--- config.mk ---
export PLATFORM = sky130hd
export DESIGN_NAME = ricart_agrawala_mutex_node
export DESIGN_NICKNAME = d
export VERILOG_FILES = /design/src/sv/ra_mutex_pkg.sv /design/src/sv/ricart_agrawala_mutex_node.sv /design/src/sv/ra_mutex_dp.sv /design/src/sv/ra_mutex_ctrl.sv
export SDC_FILE = /design/constraint.sdc
export NUM_CORES = 1
export LEC_CHECK = 0
export BUFFER_PORTS_ARGS = -buffer_cell sky130_fd_sc_hd__buf_4
export CAP_MARGIN = 20
export CORE_MARGIN = 10
export CORE_UTILIZATION = 45
export CTS_CLUSTER_DIAMETER = 200
export CTS_CLUSTER_SIZE = 10
export DETAILED_ROUTE_END_ITERATION = 16
export PLACE_DENSITY_LB_ADDON = 0.3
export SLEW_MARGIN = 20
export SYNTH_ARGS = -nofsm -noshare
export SYNTH_HDL_FRONTEND = slang
export SYNTH_SLANG_ARGS = --single-unit
--- constraint.sdc ---
create_clock -name clk -period 8.95 [get_ports clk]
set_input_delay 1.79 -clock clk [delete_from_list [all_inputs] [get_ports clk]]
set_output_delay 1.79 -clock clk [all_outputs]
set_load 0.1 [all_outputs]
--- src/sv/ra_mutex_pkg.sv ---
// ----------------------------------------------------------------------------
// ra_mutex_pkg
// Shared widths, op and message codes, and the controller/datapath interface.
// ----------------------------------------------------------------------------
`default_nettype none

package ra_mutex_pkg;

	localparam int MAX_NODES_DEF = 16;
	localparam int SPAN_CAP      = 16;

	localparam int OP_W   = 3;
	localparam int SEQ_W  = 32;
	localparam int NODE_W = 4;
	localparam int KIND_W = 3;
	localparam int CNT_W  = 5;
	localparam int REPL_W = 6;
	localparam int CFG_W  = 5;
	localparam int ADDR_W = 1;
	localparam int DATA_W = 40;

	localparam logic [OP_W-1:0] OP_CLI_REQ    = 3'd0;
	localparam logic [OP_W-1:0] OP_CLI_REL    = 3'd1;
	localparam logic [OP_W-1:0] OP_CLI_DONE   = 3'd2;
	localparam logic [OP_W-1:0] OP_PEER_REQ   = 3'd3;
	localparam logic [OP_W-1:0] OP_PEER_REPLY = 3'd4;
	localparam logic [OP_W-1:0] OP_PEER_DONE  = 3'd5;

	localparam logic [KIND_W-1:0] KIND_REQUEST = 3'd1;
	localparam logic [KIND_W-1:0] KIND_REPLY   = 3'd2;
	localparam logic [KIND_W-1:0] KIND_DONE    = 3'd3;
	localparam logic [KIND_W-1:0] KIND_GRANT   = 3'd4;

	localparam logic [ADDR_W-1:0] REG_NODE_ID    = 1'b0;
	localparam logic [ADDR_W-1:0] REG_NODE_COUNT = 1'b1;

	typedef struct packed {
		logic load;
		logic start;
		logic walk;
		logic grant;
		logic flush;
	} dp_cmd_t;

	typedef struct packed {
		logic finished;
		logic op_valid;
		logic op_walk;
		logic walk_end;
		logic cand;
		logic grant_due;
		logic pend_valid;
		logic out_free;
	} dp_sts_t;

endpackage

`default_nettype wire

--- src/sv/ricart_agrawala_mutex_node.sv ---
// ----------------------------------------------------------------------------
// ricart_agrawala_mutex_node
// One node of Ricart-Agrawala distributed mutual exclusion.
// ----------------------------------------------------------------------------
// Usage:
//   Input stream s_*: one event per transaction; s_tuser carries the op
//   (client request/release/done, peer request/reply/done), s_tdata the
//   peer sequence number and peer index.
//   Output stream m_*: one message per transaction; m_tuser is the kind
//   (request, reply, done notice, grant), m_tdata the destination and
//   sequence number, m_tlast marks the final message of an event.
//   Config port: cfg_we/cfg_addr/cfg_data write node_id (0) and
//   node_count (1); write only while no event is in flight.
// Timing:
//   Client events walk the node bits one per cycle unless a stalled output
//   holds the walk, span = min(node_count, MAX_NODES, 16); peer events go
//   through start, check and flush, and ignored events end at start. Each
//   message passes the pending register, then the output register.
// Reset clears all node state: not requesting, countdown idle, every node
// alive, nothing postponed. A stalled receiver holds the output register
// and halts the walk at a node that is due a message until it is taken.
// ----------------------------------------------------------------------------
`default_nettype none

module ricart_agrawala_mutex_node #(
	parameter int MAX_NODES = ra_mutex_pkg::MAX_NODES_DEF
) (
	input  wire logic                              clk,
	input  wire logic                              arst_n,
	input  wire logic                              cfg_we,
	input  wire logic [ra_mutex_pkg::ADDR_W-1:0]   cfg_addr,
	input  wire logic [ra_mutex_pkg::CFG_W-1:0]    cfg_data,
	input  wire logic                              s_tvalid,
	output logic                                   s_tready,
	input  wire logic [ra_mutex_pkg::DATA_W-1:0]   s_tdata,  // peer_seq, peer_node
	input  wire logic [ra_mutex_pkg::OP_W-1:0]     s_tuser,  // op
	output logic                                   m_tvalid,
	input  wire logic                              m_tready,
	output logic [ra_mutex_pkg::DATA_W-1:0]        m_tdata,  // dest_node, seq_out
	output logic [ra_mutex_pkg::KIND_W-1:0]        m_tuser,  // msg_kind
	output logic                                   m_tlast
);

	ra_mutex_pkg::dp_cmd_t cmd;
	ra_mutex_pkg::dp_sts_t sts;

	ra_mutex_ctrl u_ctrl (
		.clk      (clk),
		.arst_n   (arst_n),
		.s_tvalid (s_tvalid),
		.s_tready (s_tready),
		.cmd      (cmd),
		.sts      (sts)
	);

	ra_mutex_dp #(
		.MAX_NODES (MAX_NODES)
	) u_dp (
		.clk      (clk),
		.arst_n   (arst_n),
		.cfg_we   (cfg_we),
		.cfg_addr (cfg_addr),
		.cfg_data (cfg_data),
		.s_tdata  (s_tdata),
		.s_tuser  (s_tuser),
		.m_tvalid (m_tvalid),
		.m_tready (m_tready),
		.m_tdata  (m_tdata),
		.m_tuser  (m_tuser),
		.m_tlast  (m_tlast),
		.cmd      (cmd),
		.sts      (sts)
	);

endmodule

`default_nettype wire

--- src/sv/ra_mutex_dp.sv ---
// ----------------------------------------------------------------------------
// ra_mutex_dp
// Datapath: node state, node walk, pending result and output register.
// ----------------------------------------------------------------------------
`default_nettype none

module ra_mutex_dp #(
	parameter int MAX_NODES = ra_mutex_pkg::MAX_NODES_DEF
) (
	input  wire logic                              clk,
	input  wire logic                              arst_n,
	input  wire logic                              cfg_we,
	input  wire logic [ra_mutex_pkg::ADDR_W-1:0]   cfg_addr,
	input  wire logic [ra_mutex_pkg::CFG_W-1:0]    cfg_data,
	input  wire logic [ra_mutex_pkg::DATA_W-1:0]   s_tdata,
	input  wire logic [ra_mutex_pkg::OP_W-1:0]     s_tuser,
	output logic                                   m_tvalid,
	input  wire logic                              m_tready,
	output logic [ra_mutex_pkg::DATA_W-1:0]        m_tdata,
	output logic [ra_mutex_pkg::KIND_W-1:0]        m_tuser,
	output logic                                   m_tlast,
	input  wire ra_mutex_pkg::dp_cmd_t             cmd,
	output ra_mutex_pkg::dp_sts_t                  sts
);

	localparam int SW = ra_mutex_pkg::SEQ_W;
	localparam int NW = ra_mutex_pkg::NODE_W;
	localparam int KW = ra_mutex_pkg::KIND_W;
	localparam int CW = ra_mutex_pkg::CNT_W;
	localparam int RW = ra_mutex_pkg::REPL_W;
	localparam int SC = ra_mutex_pkg::SPAN_CAP;
	localparam int SPAN_LIM_I = (MAX_NODES < SC) ? MAX_NODES : SC;
	localparam logic [CW-1:0] SPAN_LIM = CW'(SPAN_LIM_I);
	localparam int PAD_W = ra_mutex_pkg::DATA_W - SW - NW;

	logic [NW-1:0]          node_id_q;
	logic [CW-1:0]          node_count_q;
	logic [SW-1:0]          highest_q;
	logic [SW-1:0]          own_seq_q;
	logic                   requesting_q;
	logic signed [RW-1:0]   replies_q;
	logic [MAX_NODES-1:0]   alive_q;
	logic [MAX_NODES-1:0]   post_q;
	logic                   finished_q;
	logic [CW-1:0]          walk_q;

	logic [ra_mutex_pkg::OP_W-1:0] op_q;
	logic [SW-1:0]          seq_q;
	logic [NW-1:0]          node_q;

	logic                   pend_valid_q;
	logic [KW-1:0]          pend_kind_q;
	logic [NW-1:0]          pend_dest_q;
	logic [SW-1:0]          pend_seq_q;

	logic                   m_valid_q;
	logic [KW-1:0]          m_kind_q;
	logic [NW-1:0]          m_dest_q;
	logic [SW-1:0]          m_seq_q;
	logic                   m_last_q;

	logic [SC-1:0]          alive_win;
	logic [SC-1:0]          post_win;
	logic [CW-1:0]          span;
	logic [NW-1:0]          cur_idx;
	logic                   is_self;
	logic                   cand;
	logic                   defer;
	logic                   out_free;
	logic                   emit;
	logic                   push;
	logic [KW-1:0]          emit_kind;
	logic [NW-1:0]          emit_dest;
	logic [SW-1:0]          emit_seq;
	logic [SW-1:0]          next_seq;

	for (genvar k = 0; k < SC; k++) begin : g_win
		if (k < MAX_NODES) begin : g_on
			assign alive_win[k] = alive_q[k];
			assign post_win[k]  = post_q[k];
		end else begin : g_off
			assign alive_win[k] = 1'b0;
			assign post_win[k]  = 1'b0;
		end
	end

	assign span     = (node_count_q > SPAN_LIM) ? SPAN_LIM : node_count_q;
	assign cur_idx  = walk_q[NW-1:0];
	assign is_self  = (cur_idx == node_id_q);
	assign out_free = !m_valid_q || m_tready;
	assign next_seq = (highest_q == {SW{1'b1}}) ? highest_q : highest_q + SW'(1);

	always_comb begin
		cand = 1'b0;
		case (op_q) inside
			ra_mutex_pkg::OP_CLI_REQ,
			ra_mutex_pkg::OP_CLI_DONE: cand = alive_win[cur_idx] && !is_self;
			ra_mutex_pkg::OP_CLI_REL:  cand = alive_win[cur_idx] && !is_self && post_win[cur_idx];
			default:                   cand = 1'b0;
		endcase
	end

	assign defer = requesting_q &&
		((seq_q > own_seq_q) || ((seq_q == own_seq_q) && (node_q > node_id_q)));

	always_comb begin
		emit_kind = ra_mutex_pkg::KIND_REPLY;
		emit_dest = node_q;
		emit_seq  = '0;
		if (cmd.grant) begin
			emit_kind = ra_mutex_pkg::KIND_GRANT;
			emit_dest = node_id_q;
		end else if (cmd.walk) begin
			emit_dest = cur_idx;
			case (op_q)
				ra_mutex_pkg::OP_CLI_REQ: begin
					emit_kind = ra_mutex_pkg::KIND_REQUEST;
					emit_seq  = own_seq_q;
				end
				ra_mutex_pkg::OP_CLI_DONE: emit_kind = ra_mutex_pkg::KIND_DONE;
				default:                   emit_kind = ra_mutex_pkg::KIND_REPLY;
			endcase
		end
	end

	assign emit = cmd.grant || (cmd.walk && cand) ||
		(cmd.start && (op_q == ra_mutex_pkg::OP_PEER_REQ) && !defer);
	assign push = (emit && pend_valid_q) || (cmd.flush && pend_valid_q);

	// configuration
	always_ff @(posedge clk or negedge arst_n) begin
		if (!arst_n) begin
			node_id_q    <= '0;
			node_count_q <= CW'(16);
		end else if (cfg_we) begin
			unique case (cfg_addr)
				ra_mutex_pkg::REG_NODE_ID:    node_id_q    <= cfg_data[NW-1:0];
				ra_mutex_pkg::REG_NODE_COUNT: node_count_q <= cfg_data;
				default: ;
			endcase
		end
	end

	// item capture
	always_ff @(posedge clk) begin
		if (cmd.load) begin
			op_q   <= s_tuser;
			seq_q  <= s_tdata[SW-1:0];
			node_q <= s_tdata[SW+NW-1:SW];
		end
	end

	// node state
	always_ff @(posedge clk or negedge arst_n) begin
		if (!arst_n) begin
			highest_q    <= '0;
			own_seq_q    <= '0;
			requesting_q <= 1'b0;
			replies_q    <= '1;
			finished_q   <= 1'b0;
			walk_q       <= '0;
			alive_q      <= '1;
			post_q       <= '0;
		end else begin
			if (cmd.start) begin
				walk_q <= '0;
				case (op_q)
					ra_mutex_pkg::OP_CLI_REQ: begin
						requesting_q <= 1'b1;
						own_seq_q    <= next_seq;
						replies_q    <= '0;
					end
					ra_mutex_pkg::OP_CLI_REL:  requesting_q <= 1'b0;
					ra_mutex_pkg::OP_CLI_DONE: finished_q   <= 1'b1;
					ra_mutex_pkg::OP_PEER_REQ: begin
						if (seq_q > highest_q)
							highest_q <= seq_q;
					end
					ra_mutex_pkg::OP_PEER_REPLY: begin
						if (replies_q > RW'(0))
							replies_q <= replies_q - RW'(1);
					end
					default: ;
				endcase
			end
			if (cmd.walk) begin
				walk_q <= walk_q + CW'(1);
				if (cand && (op_q == ra_mutex_pkg::OP_CLI_REQ))
					replies_q <= replies_q + RW'(1);
			end
			if (cmd.grant)
				replies_q <= '1;
			for (int k = 0; k < MAX_NODES; k++) begin
				if (cmd.start && (op_q == ra_mutex_pkg::OP_PEER_DONE) && (int'(node_q) == k))
					alive_q[k] <= 1'b0;
				if (cmd.start && (op_q == ra_mutex_pkg::OP_PEER_REQ) && defer &&
						(int'(node_q) == k))
					post_q[k] <= 1'b1;
				if (cmd.walk && cand && (op_q == ra_mutex_pkg::OP_CLI_REL) &&
						(int'(cur_idx) == k))
					post_q[k] <= 1'b0;
			end
		end
	end

	// pending result and output register
	always_ff @(posedge clk or negedge arst_n) begin
		if (!arst_n) begin
			pend_valid_q <= 1'b0;
			m_valid_q    <= 1'b0;
		end else begin
			if (emit)
				pend_valid_q <= 1'b1;
			else if (cmd.flush)
				pend_valid_q <= 1'b0;
			if (push)
				m_valid_q <= 1'b1;
			else if (m_tready)
				m_valid_q <= 1'b0;
		end
	end

	always_ff @(posedge clk) begin
		if (emit) begin
			pend_kind_q <= emit_kind;
			pend_dest_q <= emit_dest;
			pend_seq_q  <= emit_seq;
		end
		if (push) begin
			m_kind_q <= pend_kind_q;
			m_dest_q <= pend_dest_q;
			m_seq_q  <= pend_seq_q;
			m_last_q <= cmd.flush;
		end
	end

	assign m_tvalid = m_valid_q;
	assign m_tdata  = {{PAD_W{1'b0}}, m_seq_q, m_dest_q};
	assign m_tuser  = m_kind_q;
	assign m_tlast  = m_last_q;

	assign sts.finished   = finished_q;
	assign sts.op_valid   = (op_q <= ra_mutex_pkg::OP_PEER_DONE);
	assign sts.op_walk    = (op_q <= ra_mutex_pkg::OP_CLI_DONE);
	assign sts.walk_end   = (walk_q == span);
	assign sts.cand       = cand;
	assign sts.grant_due  = (replies_q == RW'(0));
	assign sts.pend_valid = pend_valid_q;
	assign sts.out_free   = out_free;

	a_replies_range: assert property (@(posedge clk) disable iff (!arst_n)
		!(replies_q[RW-1] && (replies_q != '1)))
		else $error("reply countdown below idle");

	a_load_empty: assert property (@(posedge clk) disable iff (!arst_n)
		cmd.load |-> !pend_valid_q)
		else $error("new transaction with a result still pending");

	a_walk_bound: assert property (@(posedge clk) disable iff (!arst_n)
		cmd.walk |-> (walk_q < span))
		else $error("walk beyond node span");

	a_grant_idle: assert property (@(posedge clk) disable iff (!arst_n)
		cmd.grant |=> (replies_q == '1))
		else $error("countdown not idle after grant");

	a_push_room: assert property (@(posedge clk) disable iff (!arst_n)
		push |-> out_free)
		else $error("output overwritten");

endmodule

`default_nettype wire

--- src/sv/ra_mutex_ctrl.sv ---
// ----------------------------------------------------------------------------
// ra_mutex_ctrl
// Controller: sequences one event through start, node walk, grant and flush.
// ----------------------------------------------------------------------------
`default_nettype none

module ra_mutex_ctrl (
	input  wire logic                   clk,
	input  wire logic                   arst_n,
	input  wire logic                   s_tvalid,
	output logic                        s_tready,
	output ra_mutex_pkg::dp_cmd_t       cmd,
	input  wire ra_mutex_pkg::dp_sts_t  sts
);

	typedef enum logic [4:0] {
		S_IDLE  = 5'b00001,
		S_START = 5'b00010,
		S_WALK  = 5'b00100,
		S_CHECK = 5'b01000,
		S_FLUSH = 5'b10000
	} state_t;

	state_t state_q;
	state_t state_d;
	logic   can_emit;

	assign can_emit = !sts.pend_valid || sts.out_free;
	assign s_tready = (state_q == S_IDLE);

	always_comb begin
		state_d = state_q;
		cmd     = '0;
		unique case (state_q)
			S_IDLE: begin
				if (s_tvalid) begin
					cmd.load = 1'b1;
					state_d  = S_START;
				end
			end
			S_START: begin
				if (!sts.op_valid || sts.finished) begin
					state_d = S_IDLE;
				end else begin
					cmd.start = 1'b1;
					state_d   = sts.op_walk ? S_WALK : S_CHECK;
				end
			end
			S_WALK: begin
				if (sts.walk_end)
					state_d = S_CHECK;
				else if (!sts.cand || can_emit)
					cmd.walk = 1'b1;
			end
			S_CHECK: begin
				if (!sts.grant_due) begin
					state_d = S_FLUSH;
				end else if (can_emit) begin
					cmd.grant = 1'b1;
					state_d   = S_FLUSH;
				end
			end
			S_FLUSH: begin
				if (!sts.pend_valid) begin
					state_d = S_IDLE;
				end else if (sts.out_free) begin
					cmd.flush = 1'b1;
					state_d   = S_IDLE;
				end
			end
			default: state_d = S_IDLE;
		endcase
	end

	always_ff @(posedge clk or negedge arst_n) begin
		if (!arst_n)
			state_q <= S_IDLE;
		else
			state_q <= state_d;
	end

	a_one_cmd: assert property (@(posedge clk) disable iff (!arst_n)
		$onehot0({cmd.load, cmd.start, cmd.walk, cmd.grant, cmd.flush}))
		else $error("more than one datapath command");

	a_load_start: assert property (@(posedge clk) disable iff (!arst_n)
		cmd.load |=> (state_q == S_START))
		else $error("accepted transaction not started");

	a_flush_idle: assert property (@(posedge clk) disable iff (!arst_n)
		cmd.flush |=> s_tready)
		else $error("not ready after final result");

endmodule

`default_nettype wire
==> metrics.yaml <==
die:
  io_pins: 100
  die_area_um2: 33600
  die_h_um: 183
  initial_core_util: 0.459
  die_w_um: 183
  core_um2: 26100
  fp-row-count: 59
sta:
  fmax_mhz: 230
  slew_violations: 0
  period_share: 0.486
  worst-slew-pin-transition_ps: 977
  setup_viol: 0
  rsz0062_at_grt: "no"
  period_minus_slack_ps: 4350
  tns_ps: 0
  fin_skew_ps: 16.3
  relSlewSlack: 0.348
  hold_viol: 0
grt:
  grt_pass1_vias: 8239
  grtUsageTotal: 0.161
  grt_max_degree: 71
  grt_pass1_wl_mm: 44.1
  grt_remaining_overflow: 0
  antenna_found_initial: 0
clock_tree:
  root_buffer: "clkbuf_16"
  htreeDepth: 1
  cts_buffers: 28
  postCtsSetupRepairBufs: 0
  clk_pin_slew_worst_paths_ps: 50
  cts_buffer_depth: 3
  clk_latency_ps: 550
  cts_resized: 0
  cts_tree: "built"
  cts.sink_count: 243
  hold_buffers: 0
min_path:
  hp-class: "flip-flop to flip-flop"
  holdPathStages: 0
  holdPathEnd: "u_dp.m_seq_q[0]"
  worstHoldStart: "u_dp.pend_seq_q[0]"
finish:
  final_cell_mix: "edfxtp_1 (118), buf_4 (101), dfrtp_1 (101)"
  drive_above_1_share: 0.185
  n_antenna_cell: 0
  syn_to_final_growth_pct: 15.3
  final_common_cell: "edfxtp_1"
  instances_no_fill: 1476
  nets: 1249
  fillCellCount: 2274
  ff_latch_area_um2: 6700
  multi_input_area_um2: 4820
routing:
  drc: 0
  vias_per_cell: 5.52
  avgRoutedWirePerCell_um: 18.4
  wl_met2_mm: 12.6
  vias: 8147
  m1WireLength_mm: 12.7
  drtPass1Iterations: 5
  initialDrtViolationCount: 514
  antenna_left: 0
  top_layer: "met4"
  dr_wl_met3_mm: 1.51
  routed_wl_mm: 27.2
setup_path:
  r2r_end: "u_dp.pend_seq_q[13]"
  end_kind: "flip-flop"
  crit_required_ps: 9150
  worstPathArrival_ps: 4550
  r2r_setup_slack_ps: 4600
  cpLargestDelayFamily: "compound AO/OA/AOI/OAI gates"
  cp_cell_sequence: "ha_1 > nand4_1 > nor4_1 > nand2_1 > o41ai_1 > a41o_1 > a21boi_1 > inv_1 > buf_4"
  critical_path.max_stage_delay_ps: 650
  critPathLaunch: "u_dp.seq_q[29]"
  critPathBufInv: 2
  reg2reg_depth: 9
  critPathSlowestCell: "nor4_1"
  critical_path_class: "flip-flop to flip-flop"
  start_kind: "flip-flop"
  cp_max_fo: 24
  path_depth: 9
  rr_startpoint: "u_dp.seq_q[29]"
synth:
  syn_inst: 1024
  ys_ff_latch: 243
  synth_edf_count: 118
  yosysUniqueCellTypes: 74
  ys_seq_area_frac: 0.559
  ys_warn_count: 0
  synthesis.area_um2: 12000
  synth-main-ff-cell: "edfxtp_1"
  synth.avg_cell_area_um2: 11.7
  ys_async_sr_fraction: 0.514
placement:
  dp.cells: 1424
  gp_congestion: 0.887
  dp_hpwl_mm: 19.3
  port_buffers: 91
power:
  ir_drop_uv: 129
  power_density_nw_per_um2: 247
  p_leak_uw: 0.00546
flow_run:
  maxCapViolations: 0
run_status:
  status: "finished clean"
[Yosys cell counts, types with 28 or more instances]
library cell | instances | share of area
and3_1 | 44 | 0.023
dfrtp_1 | 101 | 0.21
edfxtp_1 | 118 | 0.30
ha_1 | 76 | 0.079
inv_1 | 81 | 0.025
mux2_2 | 40 | 0.038
nand2_1 | 80 | 0.025
nand3_1 | 29 | 0.012
nand4_1 | 28 | 0.015
nor2_1 | 33 | 0.010
o21ai_0 | 54 | 0.023
xnor2_1 | 31 | 0.023
[cell type report]
cell class,count,area share
Multi-Input combinational cell,664,0.349
Inverter,81,0.0220
Tap cell,335,0.0303
Timing Repair Buffer,101,0.0549
Clock buffer,50,0.0567
Clock inverter,2,0.00181
Sequential cell,243,0.485
[cell families (layout without fill, tap and decap cells)]
| family | after synthesis | after routing | share of synthesized area |
|---|---|---|---|
| XOR/XNOR | 35 | 35 | 0.0256 |
| AND/OR/NAND/NOR | 312 | 312 | 0.139 |
| other | 1 | 4 | 0.000313 |
| AO/OA/AOI/OAI | 179 | 179 | 0.0986 |
| buffers and inverters | 120 | 234 | 0.0414 |
| multiplexers | 58 | 58 | 0.0569 |
| flip-flops | 243 | 243 | 0.559 |
| adder cells (fa/ha/maj) | 76 | 76 | 0.0793 |
[power by group]
part	internal [uW]	leakage, uW	switching [uW]
Sequential	1360	0.00266	206
Clock	587	0.000382	430
Combinational	369	0.00242	462
[metrics by stage]
step	util	cell area [um2]	setup WS, ps	power, uW	hold slack (ps)
2_1_floorplan	-	12000	2760	2150	400
3_3_place_gp	0.498	13000	4560	2380	401
3_5_place_dp	0.498	13000	4480	2420	405
4_1_cts	0.529	13800	4640	3460	413
5_1_grt	0.529	13800	4450	3640	427
6_report	0.529	13800	4600	3420	413
[how the worst max path moves through the flow]
stage,slack [ps],to
floorplan,2760,u_dp.m_dest_q[0]
global placement,4560,u_dp.pend_seq_q[10]
detailed placement,4480,u_dp.pend_seq_q[11]
CTS,4640,u_dp.pend_seq_q[13]
global route,4450,u_dp.pend_seq_q[17]
finish,4600,u_dp.pend_seq_q[13]
[routing by layer]
metal	track usage	vias to the layer above
met5	0	-
met4	0.0370	0
met3	0.0308	37
met2	0.260	205
met1	0.219	3945
li1	-	3960
[registers in the layout, summed over array words and instances (netlist names), 5 cells and up]
| name | cells |
|---|---|
| u_dp.highest_q | 32 |
| u_dp.m_seq_q | 32 |
| u_dp.own_seq_q | 32 |
| u_dp.pend_seq_q | 32 |
| u_dp.seq_q | 32 |
| u_dp.alive_q | 16 |
| u_dp.post_q | 16 |
| u_dp.replies_q | 6 |
| u_ctrl.state_q | 5 |
| u_dp.node_count_q | 5 |
| u_dp.walk_q | 5 |
Note: power is estimated with default switching activity, not from simulation.
